File: src/spp_pkg.sv
// ----------------------------------------------------------------------------
// spp_pkg: shared types and codes for the script push pre-scan
// Phase encoding, verdict and fault codes, opcode constants, mask slice indices,
// scan state and result.
package spp_pkg;

  typedef enum logic [1:0] {
    PH_OPCODE = 2'd0,
    PH_LENGTH = 2'd1,
    PH_SKIP   = 2'd2,
    PH_DONE   = 2'd3
  } phase_t;

  localparam logic [1:0] VERDICT_CONTINUE = 2'd0;
  localparam logic [1:0] VERDICT_SUCCESS  = 2'd1;
  localparam logic [1:0] VERDICT_INVALID  = 2'd2;

  localparam logic [1:0] FAULT_NONE   = 2'd0;
  localparam logic [1:0] FAULT_LEN1   = 2'd1;
  localparam logic [1:0] FAULT_LENN   = 2'd2;
  localparam logic [1:0] FAULT_BEYOND = 2'd3;

  localparam logic [7:0] OPC_DIRECT_MIN = 8'h01;
  localparam logic [7:0] OPC_DIRECT_MAX = 8'h4b;
  localparam logic [7:0] OPC_PUSH1      = 8'h4c;
  localparam logic [7:0] OPC_PUSH2      = 8'h4d;
  localparam logic [7:0] OPC_PUSH4      = 8'h4e;

  localparam logic [1:0] REG_MASK_LOW     = 2'd0;
  localparam logic [1:0] REG_MASK_MIDLOW  = 2'd1;
  localparam logic [1:0] REG_MASK_MIDHIGH = 2'd2;
  localparam logic [1:0] REG_MASK_HIGH    = 2'd3;

  typedef struct packed {
    phase_t      phase;
    logic [2:0]  owed;
    logic [2:0]  total;
    logic [31:0] acc;
    logic [31:0] skip;
  } scan_state_t;

  typedef struct packed {
    logic [1:0] verdict;
    logic [1:0] fault;
  } scan_result_t;

  localparam scan_state_t SCAN_STATE_RESET = '{
    phase: PH_OPCODE, owed: 3'd0, total: 3'd0, acc: 32'd0, skip: 32'd0
  };

endpackage

File: src/spp_step.sv
// ----------------------------------------------------------------------------
// spp_step: per-byte scan update
// Next scan state and the verdict for one script byte, purely combinational.
// ----------------------------------------------------------------------------
module spp_step (
  input  spp_pkg::scan_state_t  st,
  input  logic [7:0]            script_byte,
  input  logic                  final_byte,
  input  logic                  mask_bit,
  output spp_pkg::scan_state_t  st_next,
  output spp_pkg::scan_result_t result
);

  logic [1:0]  pos;
  logic [31:0] acc_new;
  logic [2:0]  owed_dec;
  logic [31:0] skip_dec;
  logic        is_direct;
  logic        is_push;
  logic [2:0]  push_len;

  always_comb begin
    pos       = st.total[1:0] - st.owed[1:0];
    acc_new   = st.acc | ({24'd0, script_byte} << {pos, 3'b000});
    owed_dec  = st.owed - 3'd1;
    skip_dec  = st.skip - 32'd1;
    is_direct = (script_byte >= spp_pkg::OPC_DIRECT_MIN) &&
                (script_byte <= spp_pkg::OPC_DIRECT_MAX);
    is_push   = (script_byte == spp_pkg::OPC_PUSH1) ||
                (script_byte == spp_pkg::OPC_PUSH2) ||
                (script_byte == spp_pkg::OPC_PUSH4);
    if (script_byte == spp_pkg::OPC_PUSH1) begin
      push_len = 3'd1;
    end else if (script_byte == spp_pkg::OPC_PUSH2) begin
      push_len = 3'd2;
    end else begin
      push_len = 3'd4;
    end
  end

  // next state
  always_comb begin
    st_next = st;
    case (st.phase)
      spp_pkg::PH_DONE: begin
      end
      spp_pkg::PH_LENGTH: begin
        st_next.acc  = acc_new;
        st_next.owed = owed_dec;
        if (owed_dec == 3'd0) begin
          st_next.skip  = acc_new;
          st_next.phase = (acc_new == 32'd0) ? spp_pkg::PH_OPCODE : spp_pkg::PH_SKIP;
        end
      end
      spp_pkg::PH_SKIP: begin
        st_next.skip = skip_dec;
        if (skip_dec == 32'd0) begin
          st_next.phase = spp_pkg::PH_OPCODE;
        end
      end
      spp_pkg::PH_OPCODE: begin
        if (mask_bit) begin
          st_next.phase = spp_pkg::PH_DONE;
        end else if (is_direct) begin
          st_next.skip  = {24'd0, script_byte};
          st_next.phase = spp_pkg::PH_SKIP;
        end else if (is_push) begin
          st_next.owed  = push_len;
          st_next.total = push_len;
          st_next.acc   = 32'd0;
          st_next.phase = spp_pkg::PH_LENGTH;
        end
      end
      default: begin
        st_next = spp_pkg::SCAN_STATE_RESET;
      end
    endcase
    // a verdict always starts the next script from scratch
    if (final_byte) begin
      st_next = spp_pkg::SCAN_STATE_RESET;
    end
  end

  // verdict, only meaningful on a final byte
  always_comb begin
    result.verdict = spp_pkg::VERDICT_CONTINUE;
    result.fault   = spp_pkg::FAULT_NONE;
    case (st.phase)
      spp_pkg::PH_DONE: begin
        result.verdict = spp_pkg::VERDICT_SUCCESS;
      end
      spp_pkg::PH_LENGTH: begin
        if (owed_dec != 3'd0) begin
          result.verdict = spp_pkg::VERDICT_INVALID;
          result.fault   = (st.total == 3'd1) ? spp_pkg::FAULT_LEN1 : spp_pkg::FAULT_LENN;
        end else if (acc_new != 32'd0) begin
          result.verdict = spp_pkg::VERDICT_INVALID;
          result.fault   = spp_pkg::FAULT_BEYOND;
        end
      end
      spp_pkg::PH_SKIP: begin
        if (skip_dec != 32'd0) begin
          result.verdict = spp_pkg::VERDICT_INVALID;
          result.fault   = spp_pkg::FAULT_BEYOND;
        end
      end
      spp_pkg::PH_OPCODE: begin
        if (mask_bit) begin
          result.verdict = spp_pkg::VERDICT_SUCCESS;
        end else if (is_direct) begin
          result.verdict = spp_pkg::VERDICT_INVALID;
          result.fault   = spp_pkg::FAULT_BEYOND;
        end else if (is_push) begin
          result.verdict = spp_pkg::VERDICT_INVALID;
          result.fault   = (push_len == 3'd1) ? spp_pkg::FAULT_LEN1 : spp_pkg::FAULT_LENN;
        end
      end
      default: begin
        result.verdict = spp_pkg::VERDICT_CONTINUE;
      end
    endcase
  end

endmodule

File: src/script_push_prescan.sv
// ----------------------------------------------------------------------------
// script_push_prescan: streaming success-opcode pre-scan of a script
// Decodes opcodes and push lengths, skips push data, gives one verdict per
// script on its last byte.
// ----------------------------------------------------------------------------
// channel  | dir | beat carries                         | beats
// ---------+-----+--------------------------------------+------------------
// s_*      | in  | tdata: script_byte; tlast: final_byte | one per byte
// m_*      | out | tdata: verdict, fault                 | one per script
// cfg_*    | in  | 64-bit success mask slice, index 0..3 | any idle cycle
//
// One byte per cycle: the scan state updates in the cycle the beat is taken.
// The verdict sits in a single output register from the cycle after the last byte.
// s_tready drops only while that register is full and m_tready is low.
// Reset clears the scan state and all four mask slices.
module script_push_prescan (
  input  logic        clk,
  input  logic        rst,
  input  logic        s_tvalid,
  output logic        s_tready,
  input  logic [7:0]  s_tdata,   // [7:0] script_byte
  input  logic        s_tlast,   // final_byte
  output logic        m_tvalid,
  input  logic        m_tready,
  output logic [7:0]  m_tdata,   // [1:0] verdict, [3:2] fault, [7:4] zero
  input  logic        cfg_we,
  input  logic [1:0]  cfg_index,
  input  logic [63:0] cfg_data
);

  logic [255:0]          success_mask;
  spp_pkg::scan_state_t  st;
  spp_pkg::scan_state_t  st_next;
  spp_pkg::scan_result_t result;
  logic                  accept;
  logic                  mask_bit;

  assign s_tready = !m_tvalid || m_tready;
  assign accept   = s_tvalid && s_tready;
  assign mask_bit = success_mask[s_tdata];

  always_ff @(posedge clk) begin
    if (rst) begin
      success_mask <= '0;
    end else if (cfg_we) begin
      case (cfg_index)
        spp_pkg::REG_MASK_LOW:     success_mask[63:0]    <= cfg_data;
        spp_pkg::REG_MASK_MIDLOW:  success_mask[127:64]  <= cfg_data;
        spp_pkg::REG_MASK_MIDHIGH: success_mask[191:128] <= cfg_data;
        spp_pkg::REG_MASK_HIGH:    success_mask[255:192] <= cfg_data;
        default:                   success_mask          <= success_mask;
      endcase
    end
  end

  spp_step u_step (
    .st          (st),
    .script_byte (s_tdata),
    .final_byte  (s_tlast),
    .mask_bit    (mask_bit),
    .st_next     (st_next),
    .result      (result)
  );

  always_ff @(posedge clk) begin
    if (rst) begin
      st <= spp_pkg::SCAN_STATE_RESET;
    end else if (accept) begin
      st <= st_next;
    end
  end

  always_ff @(posedge clk) begin
    if (rst) begin
      m_tvalid <= 1'b0;
    end else begin
      if (m_tvalid && m_tready) begin
        m_tvalid <= 1'b0;
      end
      if (accept && s_tlast) begin
        m_tvalid <= 1'b1;
      end
    end
  end

  always_ff @(posedge clk) begin
    if (accept && s_tlast) begin
      m_tdata <= {4'd0, result.fault, result.verdict};
    end
  end

endmodule

File: config.mk
export PLATFORM = sky130hd
export DESIGN_NAME = script_push_prescan
export DESIGN_NICKNAME = d
export VERILOG_FILES = /design/src/spp_pkg.sv /design/src/spp_step.sv /design/src/script_push_prescan.sv
export SDC_FILE = /design/constraint.sdc
export NUM_CORES = 1
export LEC_CHECK = 0
export ABC_AREA = 1
export BUFFER_PORTS_ARGS = -buffer_cell sky130_fd_sc_hd__buf_2
export CAP_MARGIN = 20
export CORE_MARGIN = 4
export CORE_UTILIZATION = 55
export CTS_CLUSTER_DIAMETER = 50
export DETAILED_ROUTE_END_ITERATION = 12
export PLACE_DENSITY = 0.84
export SLEW_MARGIN = 25
export SYNTH_ARGS = -nofsm -noshare
export SYNTH_HDL_FRONTEND = slang
export SYNTH_SLANG_ARGS = --single-unit
export TNS_END_PERCENT = 20
File: constraint.sdc
create_clock -name clk -period 5.5 [get_ports clk]
set_clock_uncertainty 0.15 [all_clocks]
set_input_delay 1.375 -clock clk [delete_from_list [all_inputs] [get_ports clk]]
set_output_delay 1.375 -clock clk [all_outputs]
set_load 0.01 [all_outputs]
==> metrics.cfg <==
[status]
status = completed

[synthesis]
synthMuxAreaShare_pct = 0
ys_warn_count = 0
yosys.area_share.adder_pct = 0.371
synth.distinct_cells = 42
edff_count_synth = 4
simple_logic_cell_fraction_of_the_synthesized_area_pct = 31.2
fraction_of_synthesized_cell_area_taken_by_the_top_area_cell_type_pct = 39.1
synth_xor_area_share_pct = 0.935
synth-compound-area-share_pct = 17.8
synth_top_family_by_area = simple AND/OR/NAND/NOR gates
mean_instance_size_in_the_synthesized_netlist_sq_um = 6.35
synth-main-ff-cell = dfxtp_1
post_synth_inst_count = 2655
synth-seq-area-share_pct = 39.8
synth_largest_area_cell = dfxtp_1
seq_cells_post_synth = 333
post_synth_instance_area_sq_um = 16900
synth-async-reset-ratio_pct = 0
yosys-top-cells-area = dfxtp_1 (39%), nand2_1 (16%), nor2_1 (10%), o21ai_0 (9.0%), a21oi_1 (6.4%)

[critical_path]
worstReg2RegEnd = m_tdata[2]$_DFFE_PP_
criticalPathCategory = input port to flop
r2r_start = st[64]$_SDFFE_PP0P_
timing.reg2reg.worst_path_depth = 13
r2r_setup_slack_ps = 1780
required_ps = 5750
worst_path_arrival_ps = 4380
crit_path_start_kind = input port
cp_max_fo = 33
worstSetupEndpointType = flop

[timing]
unrepaired_setup_endpoints_after_global_routing = false
setup_violations = 0
setup_tns_ps = 0
timing_worst_slew_pin_value_ps = 993
finalCriticalPeriod_ps = 4130
layout_worst_path_cycle_share_pct = 75.0
worst_hold_slack_ps = 295
slew_headroom_pct = 33.6
slew_viol_final = 0
max_freq_mhz = 242
timing.final.hold_violations = 0

[global_route]
grt_antenna_before_repair = 2
number_of_global_route_vias_before_repair = 16505
pin_count_of_the_biggest_net_entering_global_routing = 135
grt_first_pass_wirelength_mm = 83.0
grt_usage_pct = 29.7
global_route.overflow_total = 0

[min_path]
hold_path_depth = 2
timing.hold.worst.class = flop to flop
worst_hold_start = success_mask[166]$_SDFFE_PP0P_
timing.hold.worst_endpoint = success_mask[166]$_SDFFE_PP0P_

[drt]
drt_drc_violations_left = 0
totalWireLength_mm = 51.8
post_drt_wl_per_cell_microns = 16.9
ant_nets = 0
met2RoutedLength_mm = 22.9
met1Wirelength_mm = 21.5
drt-pass1-iter-count = 6
route.detailed.vias_per_inst = 5.77
drt-initial-drc-count = 2057
met3WireLength_mm = 5.48
routed-via-count = 17661
top_signal_layer_used = met5

[finish]
area_growth_syn_to_layout_pct = 10.2
layout-drive-gt1-share_pct = 8.09
num-fill-cells = 2743
final_net_count = 2725
final_cells = 3062
final_design_area_no_fill_sq_um = 18600

[power]
switching_share_pct = 30.9
areal_power_density_over_the_cells_nw_per_um2 = 340
maximum_vdd_drop_mv = 0.292
p_comb_share_pct = 16.9
cell_internal_pwr_mw = 4.36
total_switching_power_mw = 1.95
power.sequential.fraction_pct = 41.5
pwr-share-clk_pct = 41.6
static-leakage-power_nw = 8.11

[place]
post_dp_cell_area_sq_um = 17200
dp_hpwl_mm = 33.8
routabilityCongestion = 0.969
dp.cells = 2988
place.port_buffers = 85

[clock_network]
clock_slew_at_the_register_clock_pins_of_the_worst_setup_and_hold_paths_ps = 60
cts_htree_levels = 2
cts_inserted_buffers = 39
number_of_sinks_on_the_clock_net = 333
clock_insertion_delay_worst_skew_ps = 550
cts_hold_repair.buffers = 0
postCtsSetupBuffers = 0
clock_tree_from_tritoncts = built
clock_tree.root_cell = clkbuf_16
cts_resized = 0
clock_tree.buffer_depth = 3

[die]
die_outline_area_sq_um = 33500
top_level_ports = 90
rows = 63
core_area_sq_um = 30000
initial_utilization_pct = 56.3
die_height_microns = 183
die-width_microns = 183

[flow_run]
maxcap_violations = 0

cell families (layout without fill, tap and decap cells):
kind of cell / after synthesis / count (layout)
simple gates: 1325 / 1325
compound gates: 578 / 578
buf+inv: 395 / 408
flops: 333 / 333
xor+xnor: 18 / 18
fa+ha+maj: 5 / 5
other cells: 1 / 5
cells in the mapped netlist, drive strengths merged (8+ instances only):
master / number
buf: 58
xor2: 9
clkbuf: 115
o22ai: 8
a21oi: 215
nor2: 469
nor3: 9
nand4: 13
inv: 219
a22oi: 9
o21ai: 314
nand2: 707
nand3: 118
dfxtp: 329
xnor2: 9
a31oi: 12
worst max-delay path, cell delays in order:
cell and delay [ps]:
buf_2 380, inv_2 270, buf_4 350, nand2_1 130, nand2_1 80, nand2_1 60, nand2_1 60, nor2_1 130
nor2_1 50, nor2_1 220, nand2_1 80, nand2_1 70, nand2_1 60, inv_2 100, nand3_2 100, nand2_4 300
buf_4 280, nand3_1 90, nand2_1 110, nor2_1 50
worst max path at each step:
stage               slack (ps)                  end  startpoint
floorplan                 2140  st[57]$_SDFFE_PP0P_  s_tdata[1]
CTS                       1500  st[54]$_SDFFE_PP0P_  s_tdata[1]
global route              1150  st[14]$_SDFFE_PP0P_  s_tdata[1]
detailed placement         950  st[54]$_SDFFE_PP0P_  s_tdata[1]
finish                    1370  st[50]$_SDFFE_PP0P_  s_tdata[1]
global placement           990  st[54]$_SDFFE_PP0P_  s_tdata[1]
through the flow:
step	worst slack [ps]	power [mW]	utilization, %
after detailed placement	946	3.69	57.5
after CTS	1500	6.28	61.9
final	1370	6.31	62.0
after global routing	1150	6.55	62.0
after global placement	990	3.67	57.5
after floorplan	2140	3.40	-
flip-flops by register name, summed over array words and instances, names as in the netlist:
register,cells
success_mask,256
m_tvalid,1
m_tdata,4
st,72
per-layer routing:
| layer | vias to the layer above | global-route usage, % |
|---|---|---|
| met2 | 985 | 46.6 |
| met4 | 2 | 11.9 |
| met3 | 162 | 5.10 |
| li1 | 8422 | - |
| met5 | - | 0 |
| met1 | 8090 | 41.1 |
power groups by stage:
stage / registers (mW) / logic (mW) / clock network, mW
floorplan: 2.65 / 0.747 / 0
global placement: 2.66 / 1.00 / 0
detailed placement: 2.67 / 1.02 / 0
CTS: 2.62 / 1.03 / 2.63
global route: 2.63 / 1.18 / 2.74
finish: 2.62 / 1.06 / 2.62
cell usage in the layout (no fill, tap or decap), types with 8 or more instances in the layout:
master,n
nand2_1,701
nor2_1,465
o21ai_1,10
a31oi_1,12
o22ai_1,8
a22oi_1,9
nand4_1,13
o21ai_0,304
nor3_1,9
buf_2,84
xor2_1,9
buf_4,29
a21oi_1,213
inv_1,214
dfxtp_1,329
xnor2_1,9
clkinv_2,9
clkbuf_16,39
nand3_1,110
cell type report:
cell class              count  area [sq um]  share of cell area [%]
diodes                      1          2.50                  0.0135
clock buffers              46          1050                    5.66
clock inverters            26           264                    1.42
inverters                 222           838                    4.51
multi-input cells        1930          8570                    46.1
flip-flops and latches    333          6710                    36.1
well taps                 390           488                    2.63
repair buffers            114           666                    3.58
Note: power is estimated with default switching activity, not from simulation.
